$ cat config.mk
export PLATFORM = sky130hd
export DESIGN_NAME = multilevel_round_robin_scheduler_top
export DESIGN_NICKNAME = d
export VERILOG_FILES = /design/src/sv/mlrr_pkg.sv /design/src/sv/mlrr_ram.sv /design/src/sv/mlrr_fifo.sv /design/src/sv/mlrr_exec.sv /design/src/sv/multilevel_round_robin_scheduler_top.sv
export SDC_FILE = /design/constraint.sdc
export NUM_CORES = 2
export LEC_CHECK = 0
export ABC_AREA = 1
export BUFFER_PORTS_ARGS = -buffer_cell sky130_fd_sc_hd__buf_4
export CAP_MARGIN = 10
export CORE_ASPECT_RATIO = 1.1
export CORE_UTILIZATION = 45
export CTS_BUF_LIST = sky130_fd_sc_hd__clkbuf_8 sky130_fd_sc_hd__clkbuf_16
export DETAILED_ROUTE_END_ITERATION = 8
export GPL_ROUTABILITY_DRIVEN = 0
export PLACE_DENSITY = 0.65
export SYNTH_ARGS = -nofsm -noshare
export SYNTH_HDL_FRONTEND = slang
export SYNTH_SLANG_ARGS = --single-unit
$ cat constraint.sdc
create_clock -name clk_i -period 7.29 [get_ports clk_i]
set_clock_uncertainty 0.15 [all_clocks]
set_input_delay 0.729 -clock clk_i [delete_from_list [all_inputs] [get_ports clk_i]]
set_output_delay 0.729 -clock clk_i [all_outputs]
set_load 0.02 [all_outputs]
$ cat src/sv/mlrr_pkg.sv
// Package for the multilevel round-robin scheduler: word types, codes, defaults.
// No dependencies.
`default_nettype none
package mlrr_pkg;

  localparam int unsigned NumTasksDef      = 64;
  localparam int unsigned TasksPerLevelDef = 16;
  localparam int unsigned NumLevelsDef     = 8;

  localparam int unsigned TaskW  = 6;
  localparam int unsigned LevelW = 4;

  typedef enum logic [1:0] {
    REQ_RUN   = 2'd0,
    REQ_SLEEP = 2'd1,
    REQ_TICK  = 2'd2,
    REQ_QUERY = 2'd3
  } req_e;

  typedef enum logic [1:0] {
    ST_DONE    = 2'd0,
    ST_IGNORED = 2'd1,
    ST_FULL    = 2'd2
  } status_e;

  typedef struct packed {
    logic [1:0]               req_type;
    logic [TaskW-1:0]         task_id;
    logic signed [LevelW-1:0] level;
  } in_word_t;

  typedef struct packed {
    logic [TaskW-1:0] result_task;
    logic             do_switch;
    logic             no_runnable;
    logic [1:0]       status;
  } out_word_t;

endpackage
`default_nettype wire

$ cat src/sv/mlrr_ram.sv
// Generic single-port RAM with registered read.
// No dependencies.
`default_nettype none
module mlrr_ram #(
  parameter int unsigned Width = 8,
  parameter int unsigned Depth = 16
) (
  input  wire logic                     clk_i,
  input  wire logic                     we_i,
  input  wire logic [$clog2(Depth)-1:0] addr_i,
  input  wire logic [Width-1:0]         wdata_i,
  output logic      [Width-1:0]         rdata_o
);
  logic [Width-1:0] mem_q [Depth];

  always_ff @(posedge clk_i) begin
    if (we_i) begin
      mem_q[addr_i] <= wdata_i;
    end
    rdata_o <= mem_q[addr_i];
  end
endmodule
`default_nettype wire

$ cat src/sv/mlrr_fifo.sv
// Two-entry word queue between front and back.
// Depends on mlrr_pkg.
`default_nettype none
module mlrr_fifo (
  input  wire logic               clk_i,
  input  wire logic               rst_ni,
  input  wire logic               push_i,
  input  mlrr_pkg::in_word_t      wdata_i,
  output logic                    full_o,
  input  wire logic               pop_i,
  output logic                    empty_o,
  output mlrr_pkg::in_word_t      rdata_o
);
  import mlrr_pkg::*;

  in_word_t   buf_q [2];
  logic       wp_q, rp_q;
  logic [1:0] cnt_q;

  assign full_o  = cnt_q == 2'd2;
  assign empty_o = cnt_q == 2'd0;
  assign rdata_o = buf_q[rp_q];

  always_ff @(posedge clk_i) begin
    if (push_i) begin
      buf_q[wp_q] <= wdata_i;
    end
  end

  always_ff @(posedge clk_i or negedge rst_ni) begin
    if (!rst_ni) begin
      wp_q  <= 1'b0;
      rp_q  <= 1'b0;
      cnt_q <= 2'd0;
    end else begin
      if (push_i) wp_q <= ~wp_q;
      if (pop_i)  rp_q <= ~rp_q;
      cnt_q <= cnt_q + {1'b0, push_i} - {1'b0, pop_i};
    end
  end
endmodule
`default_nettype wire

$ cat src/sv/mlrr_exec.sv
// Back end: sequencer that carries out one request against the level lists.
// Depends on mlrr_pkg and mlrr_ram.
`default_nettype none
module mlrr_exec #(
  parameter int unsigned NumTasks      = mlrr_pkg::NumTasksDef,
  parameter int unsigned TasksPerLevel = mlrr_pkg::TasksPerLevelDef,
  parameter int unsigned NumLevels     = mlrr_pkg::NumLevelsDef
) (
  input  wire logic           clk_i,
  input  wire logic           rst_ni,
  input  wire logic           req_valid_i,
  input  mlrr_pkg::in_word_t  req_i,
  output logic                req_pop_o,
  output logic                out_valid_o,
  input  wire logic           out_ready_i,
  output mlrr_pkg::out_word_t out_o
);
  import mlrr_pkg::*;

  localparam int unsigned TIdxW     = (NumTasks > 1) ? $clog2(NumTasks) : 1;
  localparam int unsigned PosW      = (TasksPerLevel > 1) ? $clog2(TasksPerLevel) : 1;
  localparam int unsigned CntW      = $clog2(TasksPerLevel + 1);
  localparam int unsigned LvW       = $clog2(NumLevels + 1);
  localparam int unsigned LIdxW     = (NumLevels > 1) ? $clog2(NumLevels) : 1;
  localparam int unsigned ListDepth = NumLevels * TasksPerLevel;
  localparam int unsigned AddrW     = $clog2(ListDepth);
  localparam int unsigned TsW       = LIdxW + 1;

  typedef enum logic [11:0] {
    S_CLR    = 12'b000000000001,
    S_IDLE   = 12'b000000000010,
    S_DEC    = 12'b000000000100,
    S_FIND   = 12'b000000001000,
    S_FCHK   = 12'b000000010000,
    S_SHRD   = 12'b000000100000,
    S_SHWR   = 12'b000001000000,
    S_RMD    = 12'b000010000000,
    S_APPEND = 12'b000100000000,
    S_SEL    = 12'b001000000000,
    S_RD     = 12'b010000000000,
    S_OUT    = 12'b100000000000
  } state_e;

  state_e state_q, state_d;

  // per-level state in flops
  logic [TIdxW-1:0] clr_q;
  logic [CntW-1:0]  cnt_q [NumLevels];
  logic [PosW-1:0]  rot_q [NumLevels];
  logic [LvW-1:0]   cur_q;
  logic             review_q, idle_q;

  in_word_t         w_q;
  logic [LIdxW-1:0] lv_q, olv_q;
  logic [CntW-1:0]  i_q;
  logic             prev_ok_q, append_q, sleepsel_q, mark_q, emptied_q;
  logic [TaskW-1:0] prev_task_q;
  status_e          status_q;
  out_word_t        out_q;
  logic             ovalid_q;

  // task RAM: {running, prio} per task, cleared after reset
  logic             ts_we;
  logic [TIdxW-1:0] ts_addr;
  logic [TsW-1:0]   ts_wdata, ts_rdata;

  mlrr_ram #(.Width(TsW), .Depth(NumTasks)) u_task (
    .clk_i, .we_i(ts_we), .addr_i(ts_addr), .wdata_i(ts_wdata), .rdata_o(ts_rdata)
  );

  // list RAM: run lists, one row of TasksPerLevel entries per level
  logic             lst_we;
  logic [AddrW-1:0] lst_addr;
  logic [TaskW-1:0] lst_wdata, lst_rdata;

  mlrr_ram #(.Width(TaskW), .Depth(ListDepth)) u_list (
    .clk_i, .we_i(lst_we), .addr_i(lst_addr), .wdata_i(lst_wdata), .rdata_o(lst_rdata)
  );

  function automatic logic [AddrW-1:0] adr(logic [LIdxW-1:0] l, logic [CntW-1:0] p);
    return AddrW'(int'(l) * TasksPerLevel + int'(p));
  endfunction

  // lowest-numbered non-empty level
  logic [LvW-1:0] top_lv;
  logic           any_run;
  always_comb begin
    top_lv  = LvW'(NumLevels);
    any_run = 1'b0;
    for (int k = NumLevels - 1; k >= 0; k--) begin
      if (cnt_q[k] != '0) begin
        top_lv  = LvW'(k);
        any_run = 1'b1;
      end
    end
  end

  logic [LIdxW-1:0] cur_idx;
  logic             cur_ok;
  assign cur_idx = cur_q[LIdxW-1:0];
  assign cur_ok  = (cur_q < LvW'(NumLevels)) && (cnt_q[cur_idx] != '0);

  // request decode, valid in S_DEC (task RAM read during S_IDLE)
  logic             ts_run;
  logic [LIdxW-1:0] ts_prio;
  logic [TIdxW-1:0] t_idx;
  logic             t_ok, is_run, is_sleep, is_tick;
  assign ts_run   = ts_rdata[TsW-1];
  assign ts_prio  = ts_rdata[LIdxW-1:0];
  assign t_idx    = TIdxW'(w_q.task_id);
  assign t_ok     = ({1'b0, w_q.task_id} < (TaskW+1)'(NumTasks));
  assign is_run   = (w_q.req_type == REQ_RUN);
  assign is_sleep = (w_q.req_type == REQ_SLEEP);
  assign is_tick  = (w_q.req_type == REQ_TICK);

  logic [LIdxW-1:0] dec_lv;
  logic             dec_lv_ok;
  always_comb begin
    dec_lv    = ts_prio;
    dec_lv_ok = 1'b1;
    if (!w_q.level[LevelW-1]) begin
      dec_lv    = w_q.level[LIdxW-1:0];
      dec_lv_ok = ({1'b0, w_q.level} < (LevelW+1)'(NumLevels));
    end
  end

  logic run_go, run_dup, run_full, run_app, sleep_go;
  assign run_go   = is_run && t_ok && dec_lv_ok;
  assign run_dup  = ts_run && (ts_prio == dec_lv);
  assign run_full = (cnt_q[dec_lv] >= CntW'(TasksPerLevel));
  assign run_app  = run_go && !run_dup && !run_full;
  assign sleep_go = is_sleep && t_ok && ts_run;

  status_e dec_status;
  always_comb begin
    dec_status = ST_DONE;
    if (is_run) begin
      if (!run_go || run_dup) dec_status = ST_IGNORED;
      else if (run_full)      dec_status = ST_FULL;
    end else if (is_sleep && !sleep_go) begin
      dec_status = ST_IGNORED;
    end
  end

  logic tick_wrap;
  assign tick_wrap = (CntW'(rot_q[cur_idx]) + 1'b1 >= cnt_q[cur_idx]);

  // removal: search hit and pointer fix
  logic            f_miss, f_hit;
  logic [CntW-1:0] n_new, rot_w, rot_dec, rot_fix;
  assign f_miss  = (i_q >= cnt_q[olv_q]);
  assign f_hit   = !f_miss && (lst_rdata == w_q.task_id);
  assign n_new   = cnt_q[olv_q] - 1'b1;
  assign rot_w   = CntW'(rot_q[olv_q]);
  assign rot_dec = (i_q < rot_w) ? rot_w - 1'b1 : rot_w;
  assign rot_fix = (rot_dec >= n_new) ? '0 : rot_dec;

  logic out_load;
  assign out_load    = (state_q == S_OUT) && (!ovalid_q || out_ready_i);
  assign req_pop_o   = (state_q == S_IDLE) && req_valid_i;
  assign out_valid_o = ovalid_q;
  assign out_o       = out_q;

  always_comb begin
    ts_we    = 1'b0;
    ts_addr  = TIdxW'(req_i.task_id);
    ts_wdata = '0;
    case (state_q)
      S_CLR: begin
        ts_we   = 1'b1;
        ts_addr = clr_q;
      end
      S_DEC: begin
        ts_we    = sleep_go;
        ts_addr  = t_idx;
        ts_wdata = {1'b0, ts_prio};
      end
      S_APPEND: begin
        ts_we    = 1'b1;
        ts_addr  = t_idx;
        ts_wdata = {1'b1, lv_q};
      end
      default: ;
    endcase
  end

  always_comb begin
    lst_we    = 1'b0;
    lst_addr  = adr(cur_idx, CntW'(rot_q[cur_idx]));
    lst_wdata = lst_rdata;
    case (state_q)
      S_FIND: lst_addr = adr(olv_q, i_q);
      S_SHRD: lst_addr = adr(olv_q, i_q + 1'b1);
      S_SHWR: begin
        lst_we   = 1'b1;
        lst_addr = adr(olv_q, i_q);
      end
      S_APPEND: begin
        lst_we    = 1'b1;
        lst_addr  = adr(lv_q, cnt_q[lv_q]);
        lst_wdata = w_q.task_id;
      end
      default: ;
    endcase
  end

  always_comb begin
    state_d = state_q;
    case (state_q)
      S_CLR:    if (clr_q == TIdxW'(NumTasks - 1)) state_d = S_IDLE;
      S_IDLE:   if (req_valid_i) state_d = S_DEC;
      S_DEC: begin
        if ((run_app && ts_run) || sleep_go) state_d = S_FIND;
        else if (run_app)                    state_d = S_APPEND;
        else                                 state_d = S_SEL;
      end
      S_FIND:   state_d = S_FCHK;
      S_FCHK: begin
        if (f_hit)       state_d = (i_q < n_new) ? S_SHRD : S_RMD;
        else if (f_miss) state_d = S_RMD;
        else             state_d = S_FIND;
      end
      S_SHRD:   state_d = S_SHWR;
      S_SHWR:   state_d = (i_q + 1'b1 < cnt_q[olv_q]) ? S_SHRD : S_RMD;
      S_RMD:    state_d = append_q ? S_APPEND : S_SEL;
      S_APPEND: state_d = S_SEL;
      S_SEL:    state_d = S_RD;
      S_RD:     state_d = S_OUT;
      S_OUT:    if (out_load) state_d = S_IDLE;
      default:  state_d = S_IDLE;
    endcase
  end

  always_ff @(posedge clk_i) begin
    if (req_pop_o) w_q <= req_i;
    if (out_load) begin
      out_q.result_task <= cur_ok ? lst_rdata : '0;
      out_q.do_switch   <= cur_ok && (!prev_ok_q || prev_task_q != lst_rdata);
      out_q.no_runnable <= !any_run;
      out_q.status      <= status_q;
    end
  end

  always_ff @(posedge clk_i or negedge rst_ni) begin
    if (!rst_ni) begin
      state_q <= S_CLR;
      clr_q   <= '0;
      for (int k = 0; k < NumLevels; k++) begin
        cnt_q[k] <= '0;
        rot_q[k] <= '0;
      end
      cur_q       <= LvW'(NumLevels);
      review_q    <= 1'b0;
      idle_q      <= 1'b1;
      ovalid_q    <= 1'b0;
      lv_q        <= '0;
      olv_q       <= '0;
      i_q         <= '0;
      prev_ok_q   <= 1'b0;
      prev_task_q <= '0;
      append_q    <= 1'b0;
      sleepsel_q  <= 1'b0;
      mark_q      <= 1'b0;
      emptied_q   <= 1'b0;
      status_q    <= ST_DONE;
    end else begin
      state_q <= state_d;
      if (out_load)         ovalid_q <= 1'b1;
      else if (out_ready_i) ovalid_q <= 1'b0;
      case (state_q)
        S_CLR: clr_q <= clr_q + 1'b1;
        S_DEC: begin
          // list RAM output holds the selected entry read during S_IDLE
          prev_ok_q   <= cur_ok;
          prev_task_q <= lst_rdata;
          lv_q        <= dec_lv;
          olv_q       <= ts_prio;
          i_q         <= '0;
          append_q    <= run_app;
          sleepsel_q  <= sleep_go && cur_ok && (lst_rdata == w_q.task_id);
          mark_q      <= run_go;
          emptied_q   <= 1'b0;
          status_q    <= dec_status;
          if (is_tick && !idle_q) begin
            if (cur_ok) begin
              if (tick_wrap) rot_q[cur_idx] <= '0;
              else           rot_q[cur_idx] <= rot_q[cur_idx] + 1'b1;
            end
            if (review_q) begin
              cur_q    <= top_lv;
              review_q <= 1'b0;
              idle_q   <= !any_run;
            end
          end
        end
        S_FCHK: begin
          // one entry checked per pass
          if (f_hit) begin
            cnt_q[olv_q] <= n_new;
            rot_q[olv_q] <= rot_fix[PosW-1:0];
            emptied_q    <= (n_new == '0);
          end else if (!f_miss) begin
            i_q <= i_q + 1'b1;
          end
        end
        S_SHWR: if (i_q + 1'b1 < cnt_q[olv_q]) i_q <= i_q + 1'b1;
        S_RMD: begin
          // level emptied: reselect before any append
          if (emptied_q) begin
            cur_q    <= top_lv;
            review_q <= 1'b0;
            idle_q   <= !any_run;
          end
        end
        S_APPEND: begin
          cnt_q[lv_q] <= cnt_q[lv_q] + 1'b1;
          idle_q      <= 1'b0;
        end
        S_SEL: begin
          if (sleepsel_q) begin
            cur_q    <= top_lv;
            review_q <= 1'b0;
            idle_q   <= !any_run;
          end else if (mark_q) begin
            review_q <= 1'b1;
          end
        end
        default: ;
      endcase
    end
  end
endmodule
`default_nettype wire

$ cat src/sv/multilevel_round_robin_scheduler_top.sv
// Top level of the multilevel round-robin scheduler: front queue plus back sequencer.
// Depends on mlrr_pkg, mlrr_fifo, mlrr_exec, mlrr_ram.
//
//   channel | dir | handshake           | word
//   in      | in  | in_valid/in_ready   | in_word_t (req_type, task_id, level)
//   out     | out | out_valid/out_ready | out_word_t (result_task, do_switch, ...)
//
// One request at a time in the back end: tick and query skip the list search,
// while run and sleep may search and shift the list entries of a level, one entry
// at a time (at most 16 entries).
// The single list RAM port allows one read or write per cycle.
// Reset: all tasks asleep, no level selected; a clearing pass over every task entry
// empties the task RAM before the first word is taken. The list RAM needs no clearing.
// A waiting result stalls the back end; the queue still takes up to two more words.
`default_nettype none
module multilevel_round_robin_scheduler_top #(
  parameter int unsigned NumTasks      = mlrr_pkg::NumTasksDef,
  parameter int unsigned TasksPerLevel = mlrr_pkg::TasksPerLevelDef,
  parameter int unsigned NumLevels     = mlrr_pkg::NumLevelsDef
) (
  input  wire logic           clk_i,
  input  wire logic           rst_ni,
  input  wire logic           in_valid_i,
  output logic                in_ready_o,
  input  mlrr_pkg::in_word_t  in_word_i,
  output logic                out_valid_o,
  input  wire logic           out_ready_i,
  output mlrr_pkg::out_word_t out_word_o
);
  import mlrr_pkg::*;

  logic     q_full, q_empty, q_pop;
  in_word_t q_word;

  assign in_ready_o = !q_full;

  mlrr_fifo u_fifo (
    .clk_i, .rst_ni,
    .push_i(in_valid_i && in_ready_o), .wdata_i(in_word_i), .full_o(q_full),
    .pop_i(q_pop), .empty_o(q_empty), .rdata_o(q_word)
  );

  mlrr_exec #(
    .NumTasks(NumTasks), .TasksPerLevel(TasksPerLevel), .NumLevels(NumLevels)
  ) u_exec (
    .clk_i, .rst_ni,
    .req_valid_i(!q_empty), .req_i(q_word), .req_pop_o(q_pop),
    .out_valid_o, .out_ready_i, .out_o(out_word_o)
  );

  // queue never pops when empty
  assert property (@(posedge clk_i) disable iff (!rst_ni) q_pop |-> !q_empty)
    else $error("pop from empty queue");
  // a waiting result is not overwritten
  assert property (@(posedge clk_i) disable iff (!rst_ni)
    out_valid_o && !out_ready_i |=> out_valid_o && $stable(out_word_o))
    else $error("result dropped");
  // status is one of the defined codes
  assert property (@(posedge clk_i) disable iff (!rst_ni)
    out_valid_o |-> (out_word_o.status == ST_DONE || out_word_o.status == ST_IGNORED ||
                     out_word_o.status == ST_FULL))
    else $error("bad status");
endmodule
`default_nettype wire
==> out/metrics.cfg <==
[synthesis]
syn-cell-area_mm2=0.0541
async_reset_ff_share_pct=10.4
yosysUniqueCellTypes=59
synthFlopType=edfxtp_1
synth_nets=5421
yosysSeqAreaShare_pct=65.5
synth.avg_cell_area_um2=10.1
synth_seq_cells=1205
netlist_instances=5364
synth_edf_count=1070
ys_warn_count=0

[worst_setup_path]
r2r-start=u_exec.state_q[0]
crit_required_ps=7510
critPathBufInv=3
path_max_fanout=207
critical-path-max-stage-delay_ps=970
path_delay_family=simple AND/OR/NAND/NOR gates
crit_start=u_exec.state_q[0]
path_class=register to register
cp_slowest_cell=nand3_2
cp.arrival_ps=6190
endpoint_kind=register
crit_chain=nor2_1, nand2_2, nor2_2, nand2_2, inv_2, nand2_1, nand2_1, inv_2, nand2_8, nand2_8, buf_12, nand3_2, nor2_1
worst_setup_path_start_kind=register

[detailed_routing]
routed_via_density=5.53
wl_per_cell_um=20.2
first_pass_iters=6
postRouteAntennaNets=0
drtIter0Drc=4219
wl_um=142000
num_vias=38800
drc=0

[clock_network]
numCtsBuffers=120
cts-root-buf=clkbuf_16
clock_latency_ps=770
cts_buffer_depth=3
htreeDepth=3
postCtsHoldBufs=14
cts.sink_count=1205
cts_tree=done
post_cts.repair.setup_buffers=0
cts_resized=0
clkTransAtPathRegs_ps=60

[sta]
worst_slew_pin_slew_ps=1140
hold_slack_ps=111
period_minus_slack_ps=5970
rsz0062_at_grt=no
setup_viol=0
fin_crit_sh_pct=81.9
max-slew-margin-rel_pct=24.1
hold_viol=0
drv_slew=0
max_freq_mhz=168
timing.final.ws_setup_ps=1320

[finish]
nets=5403
antenna_cells=0
final_common_cell=nand2_1
nFillCells=10500
multi_input_area_mm2=0.0166
seqCellArea_mm2=0.0355
syn_to_final_growth_pct=10.5
final_cell_mix=nand2_1 (1898), edfxtp_1 (1070), nor2_1 (496)
drive_gt1_share_pct=7.01

[hold_path]
hp-start=in_valid_i
min_path_type=input port to register

[floorplanning]
die_h_um=366
initial_core_util_pct=45.4
ios=28
die_area_mm2=0.122
core.rowCount=133
core_mm2=0.119
die_w_um=333

[power]
power.density_mw_per_mm2=420
leakagePower_nw=23.5
peakVddDrop_mv=0.389

[placement]
hpwl_um=86500
pre_cts_ws_ps=1310
port_buffers=27

[grt]
grt_usage_pct=23.1
grt.overflow.total=0
first_global_vias=37800
grt_pass1_wl_um=218000
grt_max_degree=208
antenna_found_initial=0

[run_status]
status=completed

[job]
max_cap_violations=0

[cells by family (layout without fill, tap and decap cells)]
group | after synthesis | count (layout) | share of synthesized area [%]
flops | 1205 | 1205 | 65.5
xor+xnor | 20 | 20 | 0.324
compound gates | 677 | 677 | 7.07
buf+inv | 506 | 593 | 4.03
simple gates | 2904 | 2904 | 21.9
fa+ha+maj | 41 | 41 | 0.948
mux | 11 | 11 | 0.222
[registers in the layout, indices dropped and copies added (netlist names), 5 cells and up]
name / cells
u_exec.u_list.mem_q: 768
u_exec.prev_task_q: 6
u_exec.out_o: 10
u_exec.t_idx: 6
u_exec.w_q: 6
u_fifo.buf_q: 24
u_exec.rot_q: 32
u_exec.cnt_q: 40
u_exec.state_q: 12
u_exec.u_task.mem_q: 256
u_exec.i_q: 5
u_exec.clr_q: 6
u_exec.u_list.rdata_o: 6
[tightest hold or removal path, delay by kind of cell]
kind            cells  cell delay, ps
compound gates      1              60
simple gates        1              90
buf+inv             1              90
[per-layer routing]
metal	wire, µm	global-route usage (%)	vias to the layer above
met5	0	0	-
li1	-	-	18300
met3	10000	2.97	318
met2	68000	38.7	1573
met1	59000	30.4	18600
met4	4770	8.99	0
[synthesized netlist by cell type (3+ instances only)]
cell       instances  area (µm²)
dfrtp_1          122        3050
nand3_2           17         170
or2_0             17         106
o32ai_1            3        26.3
edfxtp_1        1070       32100
nor3_1            32         160
dfstp_2            3        78.8
buf_6             11         124
mux2i_1            3        30.0
o22ai_1          107         669
nand4_1           21         131
a22oi_1           13        97.6
xor2_1            14         123
buf_2            119         596
clkbuf_1          75         282
a211oi_1           3        22.5
nor2_1           497        1870
nor2_2            15        93.8
ha_1              41         513
or2_2             15        93.8
nand3_1          346        1730
inv_2             25        93.8
nor2_4             8        90.1
and2_1             3        18.8
dfxtp_1           10         200
buf_4             14         105
nand2_2           13        81.3
buf_1             14        52.6
xnor2_1            6        52.6
a31oi_1            4        25.0
mux2_2             8        90.1
o2111ai_1          4        35.0
o21ai_1          159         796
a21oi_1           56         280
a221oi_1          17         149
o211ai_1          30         225
nand2_1         1899        7130
nor4_1            11        68.8
inv_1            248         931
o21ai_0          249        1250
o21a_1            16         120
[through the flow]
| stage | TNS, ps | power, mW | cell area [µm²] | std cells | utilization, % |
|---|---|---|---|---|---|
| after detailed placement | 0 | 18.8 | 55600 | 6762 | 46.6 |
| after global placement | 0 | 18.8 | 55600 | 6762 | 46.6 |
| after floorplan | -72710 | 15.9 | 54100 | 5364 | - |
| after CTS | 0 | 25.1 | 59800 | 7003 | 50.1 |
| after global routing | 0 | 26.5 | 59800 | 7003 | 50.1 |
| final | 0 | 25.2 | 59800 | 7003 | 50.1 |
[layout make-up]
class,count,share of cell area [%]
flip-flops and latches,1205,59.3
multi-input cells,3653,27.7
clock buffers,127,5.20
well taps,1552,3.25
inverters,273,1.72
clock inverters,100,1.56
repair buffers,93,1.25
[path summary, 6_finish.rpt]
kind                                              endpoint  slack, ps  cells after the start
worst max-delay path            u_exec.u_list.mem_q[86][5]       1320                     13
max in group asynchronous                  u_exec.clr_q[1]       5190                      3
min in group asynchronous                  u_exec.cur_q[1]        370                      2
worst min-delay path                           u_fifo.wp_q        110                      3
worst max register to register  u_exec.u_list.mem_q[86][5]       1320                     13
worst min register to register               u_exec.idle_q        320                      2
[power breakdown]
group	internal, mW	total, mW	switching [mW]
sequential	8.59	8.85	0.262
combinational	2.44	9.97	7.53
clock	3.64	6.33	2.68
total	14.7	25.2	10.5
Power figures use the tool's default switching activity.
